`src/hdl/tsc_acc.sv`:
```
// Registered saturating accumulate of one unsigned term into a signed sum.
// Stand-alone; used by tsc_cell and taylor_sine_cosine.
`default_nettype none

module tsc_acc #(
  parameter int WORK_WIDTH = 40,
  parameter bit SUB        = 1'b0
) (
  input  logic                         clk,
  input  logic signed [WORK_WIDTH-1:0] acc_i,
  input  logic        [WORK_WIDTH-1:0] term_i,
  output logic signed [WORK_WIDTH-1:0] acc_o
);

  localparam logic signed [WORK_WIDTH+1:0] ACC_MAX =
    $signed({3'b000, {(WORK_WIDTH-1){1'b1}}});
  localparam logic signed [WORK_WIDTH+1:0] ACC_MIN = -ACC_MAX;

  logic signed [WORK_WIDTH+1:0] term_sat;
  logic signed [WORK_WIDTH+1:0] sum;
  logic signed [WORK_WIDTH-1:0] acc_r, acc_nxt;

  always_comb begin
    term_sat = (term_i > ACC_MAX[WORK_WIDTH-1:0]) ? ACC_MAX : $signed({2'b00, term_i});
    if (SUB) begin
      sum = $signed({{2{acc_i[WORK_WIDTH-1]}}, acc_i}) - term_sat;
    end else begin
      sum = $signed({{2{acc_i[WORK_WIDTH-1]}}, acc_i}) + term_sat;
    end
    if (sum > ACC_MAX) begin
      acc_nxt = ACC_MAX[WORK_WIDTH-1:0];
    end else if (sum < ACC_MIN) begin
      acc_nxt = ACC_MIN[WORK_WIDTH-1:0];
    end else begin
      acc_nxt = sum[WORK_WIDTH-1:0];
    end
  end

  always_ff @(posedge clk) begin
    acc_r <= acc_nxt;
  end

  assign acc_o = acc_r;

endmodule

`default_nettype wire

```
`config.mk`:
```
export PLATFORM = sky130hd
export DESIGN_NAME = tsc_acc
export DESIGN_NICKNAME = d
export VERILOG_FILES = /design/src/hdl/tsc_acc.sv
export SDC_FILE = /design/constraint.sdc
export NUM_CORES = 1
export LEC_CHECK = 0
export ABC_AREA = 0
export ABC_CLOCK_PERIOD_IN_PS = 4900
export BUFFER_PORTS_ARGS = -buffer_cell sky130_fd_sc_hd__buf_2
export CAP_MARGIN = 20
export CORE_MARGIN = 3
export CORE_UTILIZATION = 41
export CTS_BUF_LIST = sky130_fd_sc_hd__clkbuf_4
export DETAILED_ROUTE_END_ITERATION = 10
export SLEW_MARGIN = 20
export SYNTH_ARGS = -nofsm -noshare
export SYNTH_HDL_FRONTEND = slang
export SYNTH_SLANG_ARGS = --single-unit
```
`constraint.sdc`:
```
create_clock -name clk -period 4.9 [get_ports clk]
set_clock_uncertainty 0.1 [all_clocks]
set_input_delay 0.245 -clock clk [delete_from_list [all_inputs] [get_ports clk]]
set_output_delay 0.245 -clock clk [all_outputs]
set_load 0.01 [all_outputs]
```
Yosys cells after proc, flatten, opt, wreduce, memory -nomap -nowiden
Cells that the tools add are included.
{"block": "word_totals", "ff_bits": 40, "in_bits": 81, "out_inout_bits": 40, "elab_cells": 9}
{"block": "classes", "add_sub_neg": 1, "order_cmp": 3, "muxes": 2, "n_reduce_logical": 1}
{"operator": "40-bit 2-to-1 mux", "count": 2}
{"operator": "40-bit by 41-bit adder with 42-bit output", "count": 1}
{"operator": "42-bit by 40-bit > comparator with 1-bit output, second input constant", "count": 1}
{"operator": "42-bit by 40-bit < comparator with 1-bit output, second input constant", "count": 1}
{"operator": "40-bit by 39-bit > comparator with 1-bit output, second input constant", "count": 1}
{"operator": "2-bit OR reduction", "count": 1}

Depth between registers and ports, before layout
{"block": "depth", "word_depth": 5, "depth_mapped": 17, "mapped_depth_nobuf": 13}

Worst setup path before layout
OpenSTA, ideal clock, no wires.
{"block": "synth_timing", "path_kind": "input-to-reg", "from": "in term_i[39]", "to": "reg acc_r[0], in the netlist acc_o[0]", "setup_ps": 58, "t_arrival_ps": 3601, "required_ps": 4742, "slack_ps": 1142, "stages": 15, "n_path_buf": 2, "path_cell_list": "clkbuf_1 -> clkbuf_1 -> or2_2 -> ha_1 -> fa_1 -> a211oi_1 -> o21a_1 -> a2111oi_4 -> or3_1 -> a221oi_1 -> nand4_1 -> nor4b_2 -> nand4_1 -> nor4b_1 -> or4b_1"}
{"block": "synth_via", "elab_chain_cells": 5, "elab_cells_between_ends": 6, "cone_classes": "add/sub (1); order compare (3); mux (1); reduce/logical (1)"}
{"element": "from (decl)", "line": "11", "rtl": "input logic [WORK_WIDTH-1:0] term_i,"}
{"element": "40-bit by 39-bit > comparator with 1-bit output", "line": "24", "rtl": "term_sat = (term_i > ACC_MAX[WORK_WIDTH-1:0]) ? ACC_MAX : $signed({2'b00, term_i});"}
{"element": "40-bit 2-to-1 mux (*)", "line": "24"}
{"element": "40-bit by 41-bit adder with 42-bit output (*)", "line": "28", "rtl": "sum = $signed({{2{acc_i[WORK_WIDTH-1]}}, acc_i}) + term_sat;"}
{"element": "42-bit by 40-bit > comparator with 1-bit output or 42-bit by 40-bit < comparator with 1-bit output (tied branches)", "line": "30, 32"}
{"element": "2-bit OR reduction (no line)"}
{"element": "to (signal assigned)", "line": "40", "rtl": "acc_r <= acc_nxt;"}
{"element": "to (decl)", "line": "21", "rtl": "logic signed [WORK_WIDTH-1:0] acc_r, acc_nxt;"}
Every way passes the cells marked *; elsewhere a longest branch is shown, timed or not.
A chain may end at the register's enable or synchronous reset.

Final worst setup path
Ends and elaborated chain as after synthesis.

==> impl_metrics.json <==
{
  "cts.reportedPaths.clkPinSlew_ns": 0.10,
  "synth_top_family_by_area": "compound AO/OA/AOI/OAI gates",
  "layout.cells.most_common": "buf_2",
  "cts-resized-gates": 0,
  "p_leak_nw": 2.24,
  "grt_pass1_wl_um": 22200,
  "initial_core_util_pct": 42.8,
  "crit_cells": 14,
  "io_buffers": 120,
  "hold_viol": 0,
  "path_cells": "buf_2 > or2_2 > ha_1 > fa_1 > a211oi_1 > o21a_1 > a2111oi_4 > or3_1 > a221oi_1 > nand4_1 > nor4b_2 > nand4_1 > nor4b_1 > or4b_1",
  "num_rows": 37,
  "slowest_stage": "fa_1",
  "ys_warn_count": 0,
  "place_congestion": 0.890,
  "drive_above_1_share_pct": 28.6,
  "drcViolationCount": 0,
  "ioPinCount": 121,
  "fillers": 1091,
  "dr_total_vias": 4824,
  "rsz0062_at_grt": "no",
  "yosys_most_used_dff": "dfxtp_1",
  "die_w_um": 110,
  "final_util_pct": 49.8,
  "avgViaCountPerCell": 5.80,
  "largest_reg_flops": 40,
  "period_share_pct": 81.6,
  "worst_hold_path_type": "input pin to flip-flop",
  "min_period_ns": 4.00,
  "syn_nets": 722,
  "core_area_um2": 10500,
  "synth.cell_area_um2": 4470,
  "drtIter0Drc": 234,
  "wire_per_inst_um": 16.3,
  "finalPower_mw": 1.42,
  "antennaDiodeCount": 0,
  "max_cap_viol_count": 0,
  "drt_wl_total_um": 13600,
  "syn_inst": 598,
  "outcome": "completed",
  "antenna_left": 0,
  "cts_hold_buffers": 0,
  "synth-seq-area-share_pct": 17.9,
  "clock_sinks": 40,
  "grt_pass1_vias": 4380,
  "critPathMaxStageDelay_ns": 0.41,
  "cts_root_buf": "clkbuf_4",
  "area_growth_pct": 16.4,
  "hold_depth": 2,
  "final_cell_mix": "120 x buf_2, 71 x a21oi_1, 45 x or2_2, 45 x nand2_1",
  "cpLargestDelayFamily": "simple AND/OR/NAND/NOR gates",
  "grt_max_degree": 40,
  "setup_viol": 0,
  "fp.dieArea_um2": 12200,
  "synth-edff-count": 0,
  "cp_common_cell": "nand4_1",
  "cts_max_level": 2,
  "drtPass1Iterations": 5,
  "synth.distinct_cells": 76,
  "nNetsFinal": 819,
  "start_kind": "input pin",
  "cp-end-kind": "flip-flop",
  "hold_slack_ns": 0.191,
  "crit_fanout": 39,
  "crit_type": "input pin to flip-flop",
  "cts_buffers": 5,
  "grt_overflow": 0,
  "drv_slew": 0,
  "ys_seq_elements": 40,
  "synthAdderAreaFrac_pct": 12.2,
  "dp_hpwl_um": 11300,
  "cts.path.max_buffers": 2,
  "synth_xor_area_share_pct": 4.50,
  "synthMuxAreaShare_pct": 0.447,
  "postCtsSetupRepairBufs": 0,
  "worst_pin_slew_ns": 0.669,
  "synth_compound_area_share_pct": 33.9,
  "power_density_nw_per_um2": 273,
  "timing.fmax_mhz": 250,
  "yosys.area_share.simple_pct": 26.8,
  "antenna_found_initial": 0,
  "track_usage_pct": 21.2,
  "ir_drop_v": 0.000232,
  "maxSlewHeadroom_pct": 55.0,
  "die_h_um": 110,
  "worstPathRequired_ns": 5.08,
  "cts_tree": "yes",
  "fin_tns_setup_ns": 0,
  "async_flop_share_pct": 0,
  "arrival_ns": 4.18,
  "synth_area_per_cell_um2": 7.48,
  "critPathBufInv": 1
}
## cells in the mapped netlist (9+ instances only)
cell	count	area [µm²]
nor2_1	42	158
clkbuf_1	17	63.8
nand3_1	12	60.1
a21oi_1	71	355
ha_1	42	526
o21ai_0	36	180
buf_2	15	75.1
or2_2	45	282
nand2_1	45	169
or3_1	9	56.3
inv_1	10	37.5
nand4_1	15	93.8
o21a_1	9	67.6
o211ai_1	11	82.6
a21o_1	15	113
a211oi_1	10	75.1
nor3_1	9	45.0
xnor2_1	16	140
nor2b_1	16	100
dfxtp_1	40	801
## routing by layer
metal | GRT usage [%] | part of all wire [%]
met2 | 32.6 | 43
met4 | 4.76 | 1.3
met1 | 32.0 | 50
met3 | 1.70 | 6.0
met5 | 0 | 0
## path summary, 6_finish.rpt
check / startpoint / to / slack (ns)
worst min-delay path: acc_i[39] / acc_o[39] / 0.19
worst max-delay path: term_i[39] / acc_o[0] / 0.90
## logic make-up after synthesis
family	after synthesis
AOI/OAI and AO/OA	220
xor gates and xnor gates	23
adders and majority gates	43
buffers and inverters	43
DFF	40
muxes	2
other	2
and+or+nand+nor	225
## cell type report
cell class,instances,area (µm²),share of cell area [%]
Multi-Input combinational cell,515,3500,67.1
Inverter,10,37.5,0.721
Timing Repair Buffer,123,623,12.0
Clock inverter,2,35.0,0.673
Sequential cell,40,801,15.4
Clock buffer,6,45.0,0.865
Tap cell,136,170,3.27
## report_power, final
| part | internal, mW | switching [mW] | leakage, nW | total (mW) |
|---|---|---|---|---|
| logic | 0.309 | 0.469 | 1.86 | 0.778 |
| clock network | 0.112 | 0.0960 | 0.0456 | 0.209 |
| registers | 0.415 | 0.0210 | 0.337 | 0.436 |
## stage by stage
stage	worst slack, ns	cell area [µm²]	std cells
2_1_floorplan	1.14	4470	598
3_3_place_gp	0.725	5130	824
3_5_place_dp	0.637	5130	824
4_1_cts	0.985	5210	832
5_1_grt	0.665	5210	832
6_report	0.903	5210	832
Power figures use the tool's default switching activity.
