`src/hdl/tsc_mul.sv`:
```
// Two-stage unsigned multiplier with round half up, right shift and saturation.
// Stand-alone; used by tsc_cell and taylor_sine_cosine.
`default_nettype none

module tsc_mul #(
  parameter int WIDTH = 40,
  parameter int SHIFT = 36
) (
  input  logic             clk,
  input  logic [WIDTH-1:0] a_i,
  input  logic [WIDTH-1:0] b_i,
  output logic [WIDTH-1:0] p_o
);

  localparam int LO = (WIDTH + 1) / 2;
  localparam int HI = WIDTH - LO;
  localparam int PW = 2 * WIDTH + 1;
  localparam logic [PW-1:0] HALF = PW'(1) << (SHIFT - 1);

  logic [2*LO-1:0]  pll_r, pll_nxt;
  logic [WIDTH-1:0] plh_r, plh_nxt;
  logic [WIDTH-1:0] phl_r, phl_nxt;
  logic [2*HI-1:0]  phh_r, phh_nxt;
  logic [PW-1:0]    sum;
  logic [PW-1:0]    quo;
  logic [WIDTH-1:0] p_r, p_nxt;

  always_comb begin
    pll_nxt = (2 * LO)'(a_i[LO-1:0]) * (2 * LO)'(b_i[LO-1:0]);
    plh_nxt = WIDTH'(a_i[LO-1:0]) * WIDTH'(b_i[WIDTH-1:LO]);
    phl_nxt = WIDTH'(a_i[WIDTH-1:LO]) * WIDTH'(b_i[LO-1:0]);
    phh_nxt = (2 * HI)'(a_i[WIDTH-1:LO]) * (2 * HI)'(b_i[WIDTH-1:LO]);
  end

  always_comb begin
    sum = PW'(pll_r) + (PW'(plh_r) << LO) + (PW'(phl_r) << LO)
        + (PW'(phh_r) << (2 * LO)) + HALF;
    quo = sum >> SHIFT;
    p_nxt = (|quo[PW-1:WIDTH]) ? {WIDTH{1'b1}} : quo[WIDTH-1:0];
  end

  always_ff @(posedge clk) begin
    pll_r <= pll_nxt;
    plh_r <= plh_nxt;
    phl_r <= phl_nxt;
    phh_r <= phh_nxt;
    p_r   <= p_nxt;
  end

  assign p_o = p_r;

endmodule

`default_nettype wire

```
`config.mk`:
```
export PLATFORM = sky130hd
export DESIGN_NAME = tsc_mul
export DESIGN_NICKNAME = d
export VERILOG_FILES = /design/src/hdl/tsc_mul.sv
export SDC_FILE = /design/constraint.sdc
export NUM_CORES = 2
export LEC_CHECK = 0
export ABC_AREA = 1
export BUFFER_PORTS_ARGS = -buffer_cell sky130_fd_sc_hd__buf_4
export CAP_MARGIN = 40
export CELL_PAD_IN_SITES_DETAIL_PLACEMENT = 0
export CELL_PAD_IN_SITES_GLOBAL_PLACEMENT = 1
export CORE_MARGIN = 2
export CORE_UTILIZATION = 50
export CTS_CLUSTER_SIZE = 14
export DETAILED_ROUTE_END_ITERATION = 10
export HOLD_SLACK_MARGIN = 0.15
export PLACE_DENSITY_LB_ADDON = 0.1
export SLEW_MARGIN = 5
export SYNTH_ARGS = -nofsm -noshare
export SYNTH_HDL_FRONTEND = slang
export SYNTH_SLANG_ARGS = --single-unit
export TNS_END_PERCENT = 5
```
`constraint.sdc`:
```
create_clock -name clk -period 8.66 [get_ports clk]
set_clock_uncertainty 0.2 [all_clocks]
set_input_delay 1.299 -clock clk [delete_from_list [all_inputs] [get_ports clk]]
set_output_delay 1.299 -clock clk [all_outputs]
set_load 0.1 [all_outputs]
```
* After elaboration in Yosys (flattened, before gate mapping)
Cells that the tools add are included.
** Cells by class
- Add/sub/neg operators :: 4
- Multiply operators :: 4
- Reduce and logical (&&, ||, !) cells :: 1
** Operators with widths (count)
- $mul A20 B20 Y40 :: 4
- $add A62 B80 Y81 :: 1
- $add A81 B36 Y81 const B :: 1
- $add A61 B60 Y62 :: 1
- $add A40 B60 Y61 :: 1
- $reduce_or A5 Y1 :: 1
** Storage, ports and cells
- Word-level logic and storage cells :: 14
- Input port bits :: 81
- Register bits after elaboration :: 200

* Depth between registers and ports, before layout
- Depth in word-level cells :: 5
- Gate-level depth with buffers :: 29
- Depth with buffers taken out :: 28

* Least setup slack after synthesis
OpenSTA, ideal clock, no wires.
- Path kind :: input -> register
- Start point :: input port b_i[3]
- End point :: register phl_r[27]
- Path buffers :: 1
- Library setup time :: 0.112 ns
- Data arrival time :: 6.662 ns
- Cell stages on the path :: 27
- Slack :: 1.686 ns
- Required time :: 8.348 ns
- Cells stage by stage :: clkbuf_1 -> nand2_1 -> inv_1 -> fa_1 -> fa_1 -> inv_1 -> fa_1 -> inv_1 -> fa_1 -> inv_1 -> fa_1 -> inv_1 -> fa_1 -> inv_1 -> fa_1 -> inv_1 -> ha_1 -> a21oi_1 -> inv_1 -> a21oi_1 -> o21ai_0 -> a21oi_1 -> o21ai_0 -> nand3_1 -> nand2_1 -> nand2_1 -> nand2_1
** On the way
- Word-level cells in the longest chain between the ends :: 1
** Ends and longest elaborated chain
- from (decl) :: RTL line 11 : input logic [WIDTH-1:0] b_i,
- $mul A20 B20 Y40 :: RTL line 31 : phl_nxt = WIDTH'(a_i[WIDTH-1:LO]) * WIDTH'(b_i[LO-1:0]);
- named net phl_nxt[27] :: RTL line 22 : logic [WIDTH-1:0] phl_r, phl_nxt;
- to (signal assigned) :: RTL line 45 : phl_r <= phl_nxt;
- to (decl) :: RTL line 22
The timed path passes the listed nets, and every way through them passes these cells.
A chain may end at the register's enable or synchronous reset.

* Worst setup path after layout
- Start point :: input port a_i[31]
- End point :: register phh_r[31]
** On the way
- Word-level cells in the longest chain between the ends :: 1
** Ends and longest elaborated chain
- from (decl) :: RTL line 10 : input logic [WIDTH-1:0] a_i,
- $mul A20 B20 Y40 :: RTL line 32 : phh_nxt = (2 * HI)'(a_i[WIDTH-1:LO]) * (2 * HI)'(b_i[WIDTH-1:LO]);
- named net phh_nxt[31] :: RTL line 23 : logic [2*HI-1:0] phh_r, phh_nxt;
- to (signal assigned) :: RTL line 46 : phh_r <= phh_nxt;
- to (decl) :: RTL line 23
The timed path passes the listed nets, and every way through them passes these cells.

==> impl_metrics.json <==
{
  "run_status": "finished clean",
  "die_area_mm2": 0.133,
  "rows": 132,
  "period_needed_ns": 7.40,
  "area_growth_pct": 4.03,
  "viasPerCell": 5.09,
  "hpwl_mm": 156,
  "hold_viol_final": 0,
  "grt_max_degree": 41,
  "nFillCells": 12900,
  "cts_buffer_depth": 2,
  "slew_viol_final": 0,
  "crit_arrival_ns": 7.60,
  "cts_tree": "yes",
  "muxShareOfSynthArea_pct": 0,
  "synthTopCellsByArea": "fa_1 41%, inv_1 15%, ha_1 13%",
  "synth_cells": 8518,
  "drc": 0,
  "seqCellArea_mm2": 0.00360,
  "ys_seq_area_share_pct": 5.55,
  "wl_per_cell_um": 19.5,
  "path_clk_slew_ns": 0.08,
  "worstSetupEndpointType": "flip-flop",
  "core_area_mm2": 0.129,
  "tightest_slew_ns": 0.818,
  "dieHeight_um": 365,
  "cts_buffers": 17,
  "final_core_util_pct": 52.3,
  "hp-class": "flip-flop to flip-flop",
  "portBuffers": 120,
  "syn_avg_cell_area_um2": 7.63,
  "synth_xor_area_share_pct": 2.20,
  "slew-limit-headroom_pct": 45.4,
  "max_freq_mhz": 135,
  "cts_resized": 0,
  "worstPathCellList": "buf_4 -> nand2_1 -> inv_1 -> fa_1 -> fa_1 -> inv_1 -> fa_1 -> inv_1 -> fa_1 -> fa_1 -> fa_1 -> inv_1 -> fa_1 -> inv_1 -> ha_1 -> nand2_1 -> nor2_1 -> inv_1 -> nor3_1 -> a21oi_1 -> o21ai_0 -> nand3_1 -> nand3_1 -> nand2_1",
  "synth_top_area_cell": "fa_1",
  "ys_types": 51,
  "critical_path.most_common_cell": "fa_1",
  "yosys.area_share.adder_pct": 53.6,
  "postRouteAntennaNets": 0,
  "tns_ns": 0,
  "synth_nets": 10600,
  "crit_path_max_incr_delay_ns": 0.57,
  "track_usage_pct": 30.9,
  "vias": 51500,
  "synth_warnings": 0,
  "clock_latency_ns": 0.51,
  "cts_htree_levels": 4,
  "drt-total-wl_mm": 198,
  "grt_pass1_wl_mm": 313,
  "synthSimpleGateAreaFrac_pct": 17.2,
  "nets": 10400,
  "grt_pass1_vias": 55100,
  "synth_top_family_by_area": "adder cells",
  "overflow": 0,
  "synth_top_area_share_pct": 40.6,
  "synth_ff_type": "dfxtp_1",
  "antenna_found_initial": 8,
  "cp_max_fo": 37,
  "cts_hold_buf": 0,
  "slowest_stage": "buf_4",
  "multiInputGateArea_mm2": 0.0503,
  "synthArstFlopShare_pct": 0,
  "critPathLaunchType": "primary input",
  "die_width_um": 365,
  "synth_compound_area_share_pct": 4.34,
  "setup_viol": 0,
  "cap_violations": 0,
  "drive_gt1_share_pct": 3.59,
  "min_period_over_period_pct": 85.4,
  "dr.pass1.iters": 6,
  "ys_ff_latch": 180,
  "netlist_area_mm2": 0.0650,
  "rsz0062_at_grt": "false",
  "drtIter0Drc": 3479,
  "crit_type": "primary input to flip-flop",
  "pin_count": 121,
  "start_util_pct": 50.2,
  "clock_sinks": 180,
  "required_ns": 8.86,
  "synth_edf_count": 0,
  "gp_congestion": 0.946,
  "cts_root_buf": "clkbuf_16",
  "postCtsSetupRepairBufs": 0
}
kinds of logic (layout without fill, tap and decap cells):
logic type               Yosys count  count (layout)
buffers and inverters           2930            2790
AND/OR/NAND/NOR                 2750            2750
adder cells (fa/ha/maj)         1995            1995
AO/OA/AOI/OAI                    500             500
flip-flops                       180             180
XOR/XNOR                         163             163
other                              0               1
synthesized netlist by cell type (15+ instances only):
cell      number
a31oi_1       36
a21o_1        33
nand3_2       45
xnor2_1       47
o21bai_1      26
fa_1        1318
clkbuf_1     312
xor2_1       116
ha_1         677
a21oi_1      228
nand4_1       34
nand2_1     2152
inv_2         15
dfxtp_1      180
nand2_2       16
o21ai_0      128
nand3_1      106
inv_1       2586
nor3_1        41
nor2_1       304
stage by stage:
| step | instance area [um2] | hold WS, ns | setup slack, ns | std cells |
|---|---|---|---|---|
| 2_1_floorplan | 65000 | 0.302 | 1.69 | 8518 |
| 3_3_place_gp | 67000 | 0.390 | 0.851 | 10100 |
| 3_5_place_dp | 67000 | 0.396 | 0.811 | 10100 |
| 4_1_cts | 67600 | 0.424 | 1.37 | 10100 |
| 5_1_grt | 67600 | 0.455 | 0.828 | 10100 |
| 6_report | 67600 | 0.427 | 1.26 | 10100 |
critical path: cells and delay by family:
kind / cells / cell delay (ns)
fa+ha+maj: 8 / 3.77
simple gates: 7 / 0.96
buf+inv: 7 / 0.94
compound gates: 2 / 0.54
metal layers:
| metal | routed length [um] | GRT usage, % | up-vias |
|---|---|---|---|
| met1 | 86700 | 42.6 | 25700 |
| met3 | 14800 | 5.08 | 250 |
| met2 | 91200 | 50.9 | 1539 |
| met4 | 4850 | 7.67 | 16 |
| li1 | - | - | 24000 |
| met5 | 84 | 0 | - |
placed cells by master (no fill, tap or decap), types with 5 or more instances in the layout:
master / count
a21oi_1: 228
clkbuf_16: 17
nor4_1: 11
nand3_1: 106
nand2_2: 16
nor2_4: 6
nand3b_1: 6
a31oi_1: 36
a21o_1: 33
o21bai_1: 26
buf_4: 156
nor3_1: 41
ha_1: 677
inv_1: 2586
nor2_1: 304
inv_2: 15
o21ai_1: 6
nand4_1: 34
fa_1: 1318
xor2_1: 116
o21a_1: 10
xnor2_1: 47
nand3_2: 45
nand2_1: 2152
o21ai_0: 128
o211ai_1: 5
dfxtp_1: 180
nor2_2: 14
area by class of cell:
cell class,count,share of cell area (%)
multi-input combinational,5408,74.4
inverter,2602,14.4
sequential,180,5.33
tap,1742,3.22
timing repair buffer,156,1.73
clock buffer,18,0.635
clock inverter,14,0.244
antenna,1,0.00370
state kept, by name (all words and copies together), names as in the netlist:
signal and cells:
p_o 40, phh_r 40, phl_r 40, plh_r 40, pll_r 20
path summary, 6_finish.rpt:
path	start	to	slack [ns]	cells past startpoint
worst max-delay path	a_i[31]	phh_r[31]	1.26	24
worst min-delay path	phh_r[35]	p_o[39]	0.43	3
worst max register to register	plh_r[18]	p_o[10]	4.38	15
worst min register to register	phh_r[35]	p_o[39]	0.43	3
Power is not shown: default switching activity piles up to over one toggle a cycle in this logic, so the estimate is an artifact.
